**config.mk**
```make
export PLATFORM = sky130hd
export DESIGN_NAME = wkb_barrier_transmission
export DESIGN_NICKNAME = d
export VERILOG_FILES = /design/src/design/wkb_pkg.sv /design/src/design/wkb_isqrt.sv /design/src/design/wkb_exp.sv /design/src/design/wkb_barrier_transmission.sv
export SDC_FILE = /design/constraint.sdc
export NUM_CORES = 1
export LEC_CHECK = 0
export BUFFER_PORTS_ARGS = -buffer_cell sky130_fd_sc_hd__buf_2
export CORE_MARGIN = 1.5
export CORE_UTILIZATION = 50
export CTS_BUF_LIST = sky130_fd_sc_hd__clkbuf_4
export DETAILED_ROUTE_END_ITERATION = 7
export GPL_ROUTABILITY_DRIVEN = 1
export GPL_TIMING_DRIVEN = 0
export PLACE_DENSITY = 0.69
export SYNTH_ARGS = -nofsm -noshare
export SYNTH_HDL_FRONTEND = slang
export SYNTH_SLANG_ARGS = --single-unit
```
**constraint.sdc**
```tcl
create_clock -name clk -period 5.1 [get_ports clk]
set_clock_uncertainty 0.2 [all_clocks]
set_input_delay 0.765 -clock clk [delete_from_list [all_inputs] [get_ports clk]]
set_output_delay 0.765 -clock clk [all_outputs]
set_load 0.01 [all_outputs]
```
**src/design/wkb_pkg.sv**
```systemverilog
// ----------------------------------------------------------------------------
// wkb_pkg: shared constants, types and codes for the WKB transmission block
// Fixed-point formats, serial-unit widths and the state encodings.
// ----------------------------------------------------------------------------
package wkb_pkg;

  // Fixed-point format of potential and energy (Q16.16).
  localparam int FRAC_BITS = 16;
  localparam int DATA_W    = 32;
  localparam int DIFF_W    = DATA_W + 1;
  localparam int SUM_W     = 44;
  localparam int T_W       = 17;

  // Square root operand: the difference shifted left by FRAC_BITS + 1,
  // padded to an even width so that it splits into bit pairs.
  localparam int RAD_BITS   = DATA_W + FRAC_BITS + 1;
  localparam int RAD_W      = RAD_BITS + (RAD_BITS % 2);
  localparam int ROOT_W     = RAD_W / 2;
  localparam int ROOT_CNT_W = $clog2(ROOT_W);

  // Sample counter saturates at two.
  localparam int               COUNT_W   = 2;
  localparam logic [COUNT_W-1:0] COUNT_SAT = COUNT_W'(2);

  // The exponential is flushed to zero once 2*sum reaches 12.0.
  localparam logic [SUM_W-1:0] FLUSH_LIMIT = SUM_W'(64'd6 << FRAC_BITS);
  localparam int XS_W    = FRAC_BITS + 3;
  localparam int Y_SHIFT = 27 - FRAC_BITS;
  localparam int Y_W     = XS_W + Y_SHIFT;

  // Q30 arithmetic of the exponential unit, with one integer bit.
  localparam int               Q_W       = 31;
  localparam logic [Q_W-1:0]   Q30_ONE   = {1'b1, {(Q_W-1){1'b0}}};
  localparam int               ACC_W     = Q_W + 2;
  localparam int               BIT_CNT_W = $clog2(Q_W);
  localparam int               SERIES_TERMS = 20;
  localparam int               K_W       = $clog2(SERIES_TERMS + 1);
  localparam int               SQUARINGS = 4;
  localparam int               SQ_W      = $clog2(SQUARINGS);
  localparam int               OUT_SHIFT = 14;
  localparam logic [T_W-1:0]   T_ONE     = T_W'(65536);

  typedef enum logic [2:0] {
    ST_IDLE,
    ST_ROOT,
    ST_FIN,
    ST_EXP,
    ST_EMIT
  } top_state_t;

  typedef enum logic [2:0] {
    EX_IDLE,
    EX_MUL,
    EX_DIV,
    EX_ACC,
    EX_SQR,
    EX_DONE
  } exp_state_t;

  typedef struct packed {
    logic              start;
    logic [DATA_W-1:0] diff;
  } root_req_t;

  typedef struct packed {
    logic           done;
    logic [T_W-1:0] result;
  } exp_stat_t;

endpackage

```
**src/design/wkb_isqrt.sv**
```systemverilog
// ----------------------------------------------------------------------------
// wkb_isqrt: bit-serial integer square root
// Restoring digit recurrence, one root bit per cycle over bit pairs of the
// difference shifted left by FRAC_BITS + 1.
// ----------------------------------------------------------------------------
module wkb_isqrt (
  input  logic                        clk,
  input  logic                        rst,
  input  wkb_pkg::root_req_t          req,
  output logic                        done,
  output logic [wkb_pkg::ROOT_W-1:0]  root
);

  logic                               busy;
  logic [wkb_pkg::RAD_W-1:0]          rad;
  logic [wkb_pkg::ROOT_W:0]           rem;
  logic [wkb_pkg::ROOT_W-1:0]         root_r;
  logic [wkb_pkg::ROOT_CNT_W-1:0]     cnt;
  logic [wkb_pkg::ROOT_W+2:0]         r2;
  logic [wkb_pkg::ROOT_W+2:0]         trial;
  logic                               ge;
  logic                               last_step;

  assign r2        = {rem, rad[wkb_pkg::RAD_W-1 -: 2]};
  assign trial     = {1'b0, root_r, 2'b01};
  assign ge        = (r2 >= trial);
  assign last_step = (cnt == wkb_pkg::ROOT_CNT_W'(wkb_pkg::ROOT_W - 1));
  assign root      = root_r;

  always_ff @(posedge clk) begin
    if (rst) begin
      busy <= 1'b0;
      done <= 1'b0;
      cnt  <= '0;
    end else begin
      done <= busy && last_step;
      if (req.start) begin
        busy <= 1'b1;
        cnt  <= '0;
      end else if (busy) begin
        cnt <= cnt + 1'b1;
        if (last_step) begin
          busy <= 1'b0;
        end
      end
    end
  end

  always_ff @(posedge clk) begin
    if (req.start) begin
      rad    <= wkb_pkg::RAD_W'({req.diff, {(wkb_pkg::FRAC_BITS + 1){1'b0}}});
      rem    <= '0;
      root_r <= '0;
    end else if (busy) begin
      rad <= rad << 2;
      // The remainder never exceeds twice the partial root, so it fits.
      if (ge) begin
        rem <= (wkb_pkg::ROOT_W + 1)'(r2 - trial);
      end else begin
        rem <= (wkb_pkg::ROOT_W + 1)'(r2);
      end
      root_r <= {root_r[wkb_pkg::ROOT_W-2:0], ge};
    end
  end

endmodule

```
**src/design/wkb_exp.sv**
```systemverilog
// ----------------------------------------------------------------------------
// wkb_exp: serial exp(-2*sum) unit
// Taylor series of exp(-x/16) in Q30 with a shift-add multiplier and a
// restoring divider, then four rounded squarings and rounding to Q1.16.
// ----------------------------------------------------------------------------
module wkb_exp (
  input  logic                       clk,
  input  logic                       rst,
  input  logic                       start,
  input  logic [wkb_pkg::XS_W-1:0]   sum_in,
  output wkb_pkg::exp_stat_t         stat
);

  wkb_pkg::exp_state_t               state;
  wkb_pkg::exp_state_t               state_next;

  logic [wkb_pkg::Y_W-1:0]           y;
  logic signed [wkb_pkg::ACC_W-1:0]  acc;
  logic [wkb_pkg::K_W-1:0]           k;
  logic [wkb_pkg::SQ_W-1:0]          sq;
  logic [wkb_pkg::Q_W-1:0]           mcand;
  logic [wkb_pkg::Q_W-1:0]           hi;
  logic [wkb_pkg::Q_W-1:0]           lo;
  logic [wkb_pkg::Q_W-1:0]           num;
  logic [wkb_pkg::K_W-1:0]           rem;
  logic [wkb_pkg::BIT_CNT_W-1:0]     cnt;
  logic [wkb_pkg::Q_W-1:0]           e;
  logic                              done_r;
  logic [wkb_pkg::T_W-1:0]           result_r;

  logic [wkb_pkg::Q_W:0]             psum;
  logic [wkb_pkg::K_W:0]             r2;
  logic                              dge;
  logic                              cnt_last;
  logic                              k_last;
  logic                              sq_last;
  logic signed [wkb_pkg::ACC_W-1:0]  acc_new;
  logic [wkb_pkg::Q_W-1:0]           acc_clamp;
  logic [wkb_pkg::Q_W-1:0]           e_sq;
  logic [wkb_pkg::Q_W:0]             e_rnd;
  logic [wkb_pkg::T_W-1:0]           t_round;

  // One shift-add step; after the last step psum equals the product >> 30.
  assign psum = {1'b0, hi} + (lo[0] ? {1'b0, mcand} : '0);
  assign r2   = {rem, num[wkb_pkg::Q_W-1]};
  assign dge  = (r2 >= {1'b0, k});

  assign cnt_last = (cnt == wkb_pkg::BIT_CNT_W'(wkb_pkg::Q_W - 1));
  assign k_last   = (k == wkb_pkg::K_W'(wkb_pkg::SERIES_TERMS));
  assign sq_last  = (sq == wkb_pkg::SQ_W'(wkb_pkg::SQUARINGS - 1));

  // Odd terms of the series are subtracted.
  assign acc_new = k[0] ? acc - $signed({2'b00, num}) : acc + $signed({2'b00, num});

  always_comb begin
    if (acc_new < 0) begin
      acc_clamp = '0;
    end else if (acc_new > $signed({2'b00, wkb_pkg::Q30_ONE})) begin
      acc_clamp = wkb_pkg::Q30_ONE;
    end else begin
      acc_clamp = acc_new[wkb_pkg::Q_W-1:0];
    end
  end

  // The bit below the Q30 point of the square is the half-up rounding bit.
  assign e_sq = wkb_pkg::Q_W'(psum) + wkb_pkg::Q_W'(lo[wkb_pkg::Q_W-1]);

  assign e_rnd = {1'b0, e} + (wkb_pkg::Q_W + 1)'(1 << (wkb_pkg::OUT_SHIFT - 1));

  always_comb begin
    if (e_rnd[wkb_pkg::Q_W:wkb_pkg::OUT_SHIFT] >
        (wkb_pkg::Q_W + 1 - wkb_pkg::OUT_SHIFT)'(wkb_pkg::T_ONE)) begin
      t_round = wkb_pkg::T_ONE;
    end else begin
      t_round = wkb_pkg::T_W'(e_rnd[wkb_pkg::Q_W:wkb_pkg::OUT_SHIFT]);
    end
  end

  assign stat.done   = done_r;
  assign stat.result = result_r;

  always_ff @(posedge clk) begin
    if (rst) begin
      state <= wkb_pkg::EX_IDLE;
    end else begin
      state <= state_next;
    end
  end

  always_comb begin
    state_next = state;
    case (state)
      wkb_pkg::EX_IDLE: begin
        if (start) begin
          state_next = wkb_pkg::EX_MUL;
        end
      end
      wkb_pkg::EX_MUL: begin
        if (cnt_last) begin
          state_next = wkb_pkg::EX_DIV;
        end
      end
      wkb_pkg::EX_DIV: begin
        if (cnt_last) begin
          state_next = wkb_pkg::EX_ACC;
        end
      end
      wkb_pkg::EX_ACC: begin
        state_next = k_last ? wkb_pkg::EX_SQR : wkb_pkg::EX_MUL;
      end
      wkb_pkg::EX_SQR: begin
        if (cnt_last && sq_last) begin
          state_next = wkb_pkg::EX_DONE;
        end
      end
      wkb_pkg::EX_DONE: begin
        state_next = wkb_pkg::EX_IDLE;
      end
      default: begin
        state_next = wkb_pkg::EX_IDLE;
      end
    endcase
  end

  always_ff @(posedge clk) begin
    if (rst) begin
      done_r <= 1'b0;
    end else begin
      done_r <= (state == wkb_pkg::EX_DONE);
    end
  end

  always_ff @(posedge clk) begin
    case (state)
      wkb_pkg::EX_IDLE: begin
        if (start) begin
          y     <= {sum_in, {wkb_pkg::Y_SHIFT{1'b0}}};
          acc   <= $signed({2'b00, wkb_pkg::Q30_ONE});
          k     <= wkb_pkg::K_W'(1);
          mcand <= wkb_pkg::Q30_ONE;
          lo    <= wkb_pkg::Q_W'({sum_in, {wkb_pkg::Y_SHIFT{1'b0}}});
          hi    <= '0;
          cnt   <= '0;
        end
      end
      wkb_pkg::EX_MUL: begin
        hi  <= psum[wkb_pkg::Q_W:1];
        lo  <= {psum[0], lo[wkb_pkg::Q_W-1:1]};
        if (cnt_last) begin
          num <= wkb_pkg::Q_W'(psum);
          rem <= '0;
          cnt <= '0;
        end else begin
          cnt <= cnt + 1'b1;
        end
      end
      wkb_pkg::EX_DIV: begin
        if (dge) begin
          rem <= wkb_pkg::K_W'(r2 - {1'b0, k});
        end else begin
          rem <= wkb_pkg::K_W'(r2);
        end
        num <= {num[wkb_pkg::Q_W-2:0], dge};
        cnt <= cnt + 1'b1;
      end
      wkb_pkg::EX_ACC: begin
        acc <= acc_new;
        hi  <= '0;
        cnt <= '0;
        if (k_last) begin
          mcand <= acc_clamp;
          lo    <= acc_clamp;
          sq    <= '0;
        end else begin
          k     <= k + 1'b1;
          mcand <= num;
          lo    <= wkb_pkg::Q_W'(y);
        end
      end
      wkb_pkg::EX_SQR: begin
        if (cnt_last) begin
          e     <= e_sq;
          mcand <= e_sq;
          lo    <= e_sq;
          hi    <= '0;
          cnt   <= '0;
          sq    <= sq + 1'b1;
        end else begin
          hi  <= psum[wkb_pkg::Q_W:1];
          lo  <= {psum[0], lo[wkb_pkg::Q_W-1:1]};
          cnt <= cnt + 1'b1;
        end
      end
      wkb_pkg::EX_DONE: begin
        result_r <= t_round;
      end
      default: begin
      end
    endcase
  end

endmodule

```
**src/design/wkb_barrier_transmission.sv**
```systemverilog
// ----------------------------------------------------------------------------
// wkb_barrier_transmission: WKB tunneling transmission of a sampled barrier
// Accumulates sqrt(2*(V-E)) over the samples of a barrier and returns
// exp(-2*sum) in unsigned Q1.16 on the final sample.
// ----------------------------------------------------------------------------
//
//  Channel  | Handshake               | Payload
//  ---------+-------------------------+------------------------------------
//  in       | in_valid / in_ready     | potential (Q16.16 signed), last
//  out      | out_valid / out_ready   | transmission (Q1.16), too_short
//  cfg      | cfg_valid / cfg_ready   | energy_level (Q16.16 signed)
//
// A sample at or below the energy skips the square root; one above it waits
// for the bit-serial square root (one root bit per cycle, 25 bits).
// A final sample also runs the serial exponential (20 series terms of a
// multiply and a divide, then four squarings), unless the result is known
// to be zero.
// Reset is synchronous and clears the energy, the action sum and the count.
// A waiting result does not stall non-final samples; a final sample waits
// for the output register to drain.
// ----------------------------------------------------------------------------
module wkb_barrier_transmission (
  input  logic                           clk,
  input  logic                           rst,
  input  logic                           in_valid,
  output logic                           in_ready,
  input  logic [wkb_pkg::DATA_W-1:0]     potential,
  input  logic                           last,
  output logic                           out_valid,
  input  logic                           out_ready,
  output logic [wkb_pkg::T_W-1:0]        transmission,
  output logic                           too_short,
  input  logic                           cfg_valid,
  output logic                           cfg_ready,
  input  logic [wkb_pkg::DATA_W-1:0]     energy_level
);

  wkb_pkg::top_state_t               state;
  wkb_pkg::top_state_t               state_next;

  logic [wkb_pkg::DATA_W-1:0]        energy;
  logic [wkb_pkg::SUM_W-1:0]         sum;
  logic [wkb_pkg::COUNT_W-1:0]       count;
  logic                              last_r;
  logic [wkb_pkg::T_W-1:0]           pend_t;
  logic                              pend_short;

  logic [wkb_pkg::DIFF_W-1:0]        diff;
  logic                              pos;
  logic                              accept;
  logic [wkb_pkg::SUM_W:0]           sum_add;
  logic [wkb_pkg::SUM_W-1:0]         sum_sat;
  logic                              exp_start;
  logic                              out_free;

  wkb_pkg::root_req_t                root_req;
  logic                              root_done;
  logic [wkb_pkg::ROOT_W-1:0]        root;
  wkb_pkg::exp_stat_t                exp_stat;

  assign diff = {potential[wkb_pkg::DATA_W-1], potential}
              - {energy[wkb_pkg::DATA_W-1], energy};
  assign pos  = !diff[wkb_pkg::DIFF_W-1] && (|diff[wkb_pkg::DATA_W-1:0]);

  assign accept    = in_valid && in_ready;
  assign cfg_ready = 1'b1;
  assign out_free  = !out_valid || out_ready;

  assign root_req.start = accept && pos;
  assign root_req.diff  = diff[wkb_pkg::DATA_W-1:0];

  assign sum_add = {1'b0, sum} + (wkb_pkg::SUM_W + 1)'(root);
  assign sum_sat = sum_add[wkb_pkg::SUM_W] ? '1 : sum_add[wkb_pkg::SUM_W-1:0];

  wkb_isqrt u_isqrt (
    .clk  (clk),
    .rst  (rst),
    .req  (root_req),
    .done (root_done),
    .root (root)
  );

  wkb_exp u_exp (
    .clk    (clk),
    .rst    (rst),
    .start  (exp_start),
    .sum_in (sum[wkb_pkg::XS_W-1:0]),
    .stat   (exp_stat)
  );

  always_ff @(posedge clk) begin
    if (rst) begin
      state <= wkb_pkg::ST_IDLE;
    end else begin
      state <= state_next;
    end
  end

  always_comb begin
    state_next = state;
    in_ready   = 1'b0;
    exp_start  = 1'b0;
    case (state)
      wkb_pkg::ST_IDLE: begin
        in_ready = 1'b1;
        if (in_valid) begin
          state_next = pos ? wkb_pkg::ST_ROOT : wkb_pkg::ST_FIN;
        end
      end
      wkb_pkg::ST_ROOT: begin
        if (root_done) begin
          state_next = wkb_pkg::ST_FIN;
        end
      end
      wkb_pkg::ST_FIN: begin
        if (!last_r) begin
          state_next = wkb_pkg::ST_IDLE;
        end else if (count != wkb_pkg::COUNT_SAT || sum >= wkb_pkg::FLUSH_LIMIT) begin
          state_next = wkb_pkg::ST_EMIT;
        end else begin
          exp_start  = 1'b1;
          state_next = wkb_pkg::ST_EXP;
        end
      end
      wkb_pkg::ST_EXP: begin
        if (exp_stat.done) begin
          state_next = wkb_pkg::ST_EMIT;
        end
      end
      wkb_pkg::ST_EMIT: begin
        if (out_free) begin
          state_next = wkb_pkg::ST_IDLE;
        end
      end
      default: begin
        state_next = wkb_pkg::ST_IDLE;
      end
    endcase
  end

  always_ff @(posedge clk) begin
    if (rst) begin
      energy    <= '0;
      sum       <= '0;
      count     <= '0;
      out_valid <= 1'b0;
    end else begin
      if (cfg_valid) begin
        energy <= energy_level;
      end
      if (accept && count != wkb_pkg::COUNT_SAT) begin
        count <= count + 1'b1;
      end
      if (state == wkb_pkg::ST_ROOT && root_done) begin
        sum <= sum_sat;
      end
      // The barrier ends here; a started exponential latches the old sum.
      if (state == wkb_pkg::ST_FIN && last_r) begin
        sum   <= '0;
        count <= '0;
      end
      if (state == wkb_pkg::ST_EMIT && out_free) begin
        out_valid <= 1'b1;
      end else if (out_valid && out_ready) begin
        out_valid <= 1'b0;
      end
    end
  end

  always_ff @(posedge clk) begin
    if (accept) begin
      last_r <= last;
    end
    if (state == wkb_pkg::ST_FIN && last_r) begin
      pend_t     <= '0;
      pend_short <= (count != wkb_pkg::COUNT_SAT);
    end
    if (state == wkb_pkg::ST_EXP && exp_stat.done) begin
      pend_t     <= exp_stat.result;
      pend_short <= 1'b0;
    end
    if (state == wkb_pkg::ST_EMIT && out_free) begin
      transmission <= pend_t;
      too_short    <= pend_short;
    end
  end

endmodule

```
==> metrics.yaml <==
hpwl_um: 63700
grt_max_degree: 63
drt_wl_total_um: 88400
synth_most_common_cell: "nor2_1"
cp_max_fo: 5
port_buffers: 87
synth.avg_cell_area_um2: 9.19
mappedNetlistNets: 3386
synth_commonest_cells: "nor2_1, edfxtp_1, a21oi_1, nand2_1, ha_1"
ys_types: 100
drc: 0
hold_class: "in2reg"
die_x_um: 243
antenna_found_initial: 1
netlist.area_leader.share_pct: 30.8
synth_largest_area_cell: "edfxtp_1"
clockBufferDepth: 3
nets: 3692
layout.cells.non_filler: 4307
fin_crit_sh_pct: 114
clkTransAtPathRegs_ns: 0.07
synthFlopType: "edfxtp_1"
grt-ovfl-total: 0
rr_worst_depth: 19
critical_path_class: "reg2reg"
numCtsBuffers: 117
core_area_um2: 56700
ys_seq_elements: 442
start_util_pct: 51.0
grt_usage_pct: 29.0
synthCells: 3147
relSlewSlack_pct: 15.2
vias_per_cell: 6.06
failed_checks: "negative setup slack"
gp_congestion: 0.968
setup_violations: 62
firstDrtPassIters: 7
synth_area_leaders: "edfxtp_1, dfxtp_1, ha_1"
yosysSeqAreaShare_pct: 40.9
maxSlewViolCount: 0
worstPathRequired_ns: 5.67
finalHoldViolCount: 0
whs_ns: 0.172
cts.sinks: 442
cts_tree: "done"
die_h_um: 243
n_fill_cell: 4866
syn_area_um2: 28900
tightest_slew_ns: 1.26
root_buffer: "clkbuf_4"
power_density_nw_per_um2: 302
startpoint_type: "flop"
rsz0062_at_grt: "true"
maxCapViolCount: 0
wire_per_inst_um: 20.5
h-tree-depth: 3
peakVddDrop_mv: 0.360
ant_nets: 0
clk_latency_ns: 0.94
yosysWarnings: 0
dieArea_um2: 59300
grt_pass1_vias: 25500
period_needed_ns: 5.82
drive_above_1_share_pct: 18.5
p_leak_nw: 13.1
setup.worst_path.end_class: "flop"
rows: 87
placed_area_um2: 30500
crit_arrival_ns: 6.39
fmax_mhz: 172
dp_cells: 3994
grt_pass1_wl_um: 137000
ios: 91
fin_area_um2: 34300
async_flop_share_pct: 0
drt_iter0_drc: 2137
vias: 26100
synthToLayoutAreaGrowth_pct: 18.5
setup_slack_ns: -0.716
finalPower_mw: 10.4
synth_edf_count: 296
holdPathStages: 4
status: "finished with violations"
[power breakdown]
group | leakage [nW] | switching (mW) | total, mW | internal [mW]
Combinational | 8.36 | 1.67 | 2.89 | 1.22
Sequential | 3.84 | 0.138 | 4.21 | 4.07
Clock | 0.920 | 1.57 | 3.27 | 1.69
[critical path: stages, from the launching register on]
cell and delay (ns):
edfxtp_1 0.51, or4_4 0.59, or3_4 0.36, or4_4 0.47, nor3_4 0.21, nor2_2 0.07
xnor2_2 0.31, ha_4 0.27, a21o_4 0.22, a21oi_2 0.15, o21ai_2 0.08, a21oi_2 0.17
o211ai_1 0.18, xor2_2 0.22, buf_4 0.16, or4_4 0.54, nor4_4 0.33, o21a_2 0.27
buf_6 0.15, a221o_1 0.18
[layer usage]
| layer | part of all wire, % | track usage, % |
|---|---|---|
| met1 | 40 | 36.0 |
| met2 | 47 | 47.5 |
| met3 | 7.5 | 5.50 |
| met4 | 5.6 | 15.8 |
| met5 | 0 | 0 |
[worst paths after layout]
check / from / end / slack [ns]
hold / removal: out_ready / out_valid / 0.17
setup reg to reg: u_exp.num[15] / u_exp.lo[3] / -0.72
hold reg to reg: pend_t[0] / transmission[0] / 0.22
setup / recovery: u_exp.num[15] / u_exp.lo[3] / -0.72
[timing repair]
item                       4_1_cts  5_1_grt
hold buffers                    35        0
setup endpoints to repair      121      114
hold endpoints to repair        33        0
pin swaps                       61       74
gates resized for setup        138      152
buffers inserted                35       33
gates cloned                     3        2
[registers in the layout, indices dropped and copies added, names as in the netlist, 18 cells and up]
name,cells
u_exp.lo,31
u_exp.num,31
u_exp.e,18
u_isqrt.rad,33
energy,32
u_exp.mcand,31
u_isqrt.root,25
u_exp.y,19
u_isqrt.rem,26
u_exp.hi,31
u_exp.acc,33
sum,44
[placed cells by master (no fill, tap or decap), drive strengths merged, types with 114 or more instances in the layout]
cell      n
nand2   238
clkbuf  289
edfxtp  296
a21oi   239
nor2    363
ha      164
xnor2   114
dfxtp   146
o21ai   169
buf     188
inv     140
[cells by family after synthesis]
group	synth area share, %
simple gates	18.6
compound gates	18.9
flops	40.9
buf+inv	4.08
xor+xnor	5.76
fa+ha+maj	7.45
mux	4.29
other cells	0.0130
[final cells by class]
class | instances | area [um^2] | area share [%]
clock inverters | 38 | 216 | 0.632
inverters | 139 | 527 | 1.54
repair buffers | 196 | 1480 | 4.33
well taps | 756 | 946 | 2.76
multi-input cells | 2418 | 17300 | 50.4
diodes | 1 | 2.50 | 0.00731
clock buffers | 178 | 1340 | 3.90
flip-flops and latches | 442 | 11800 | 34.5
plain buffers | 139 | 659 | 1.92
[per-stage QoR]
stage               setup WS, ns  util (%)  setup TNS (ns)
floorplan                -0.0535         -          -0.116
global placement           -1.26      53.7         -111.60
detailed placement         -1.26      53.8         -117.49
CTS                       -0.695      58.9          -36.06
global route              -0.839      60.4          -41.16
finish                    -0.716      60.4          -34.91
Note: power is estimated with default switching activity, not from simulation.
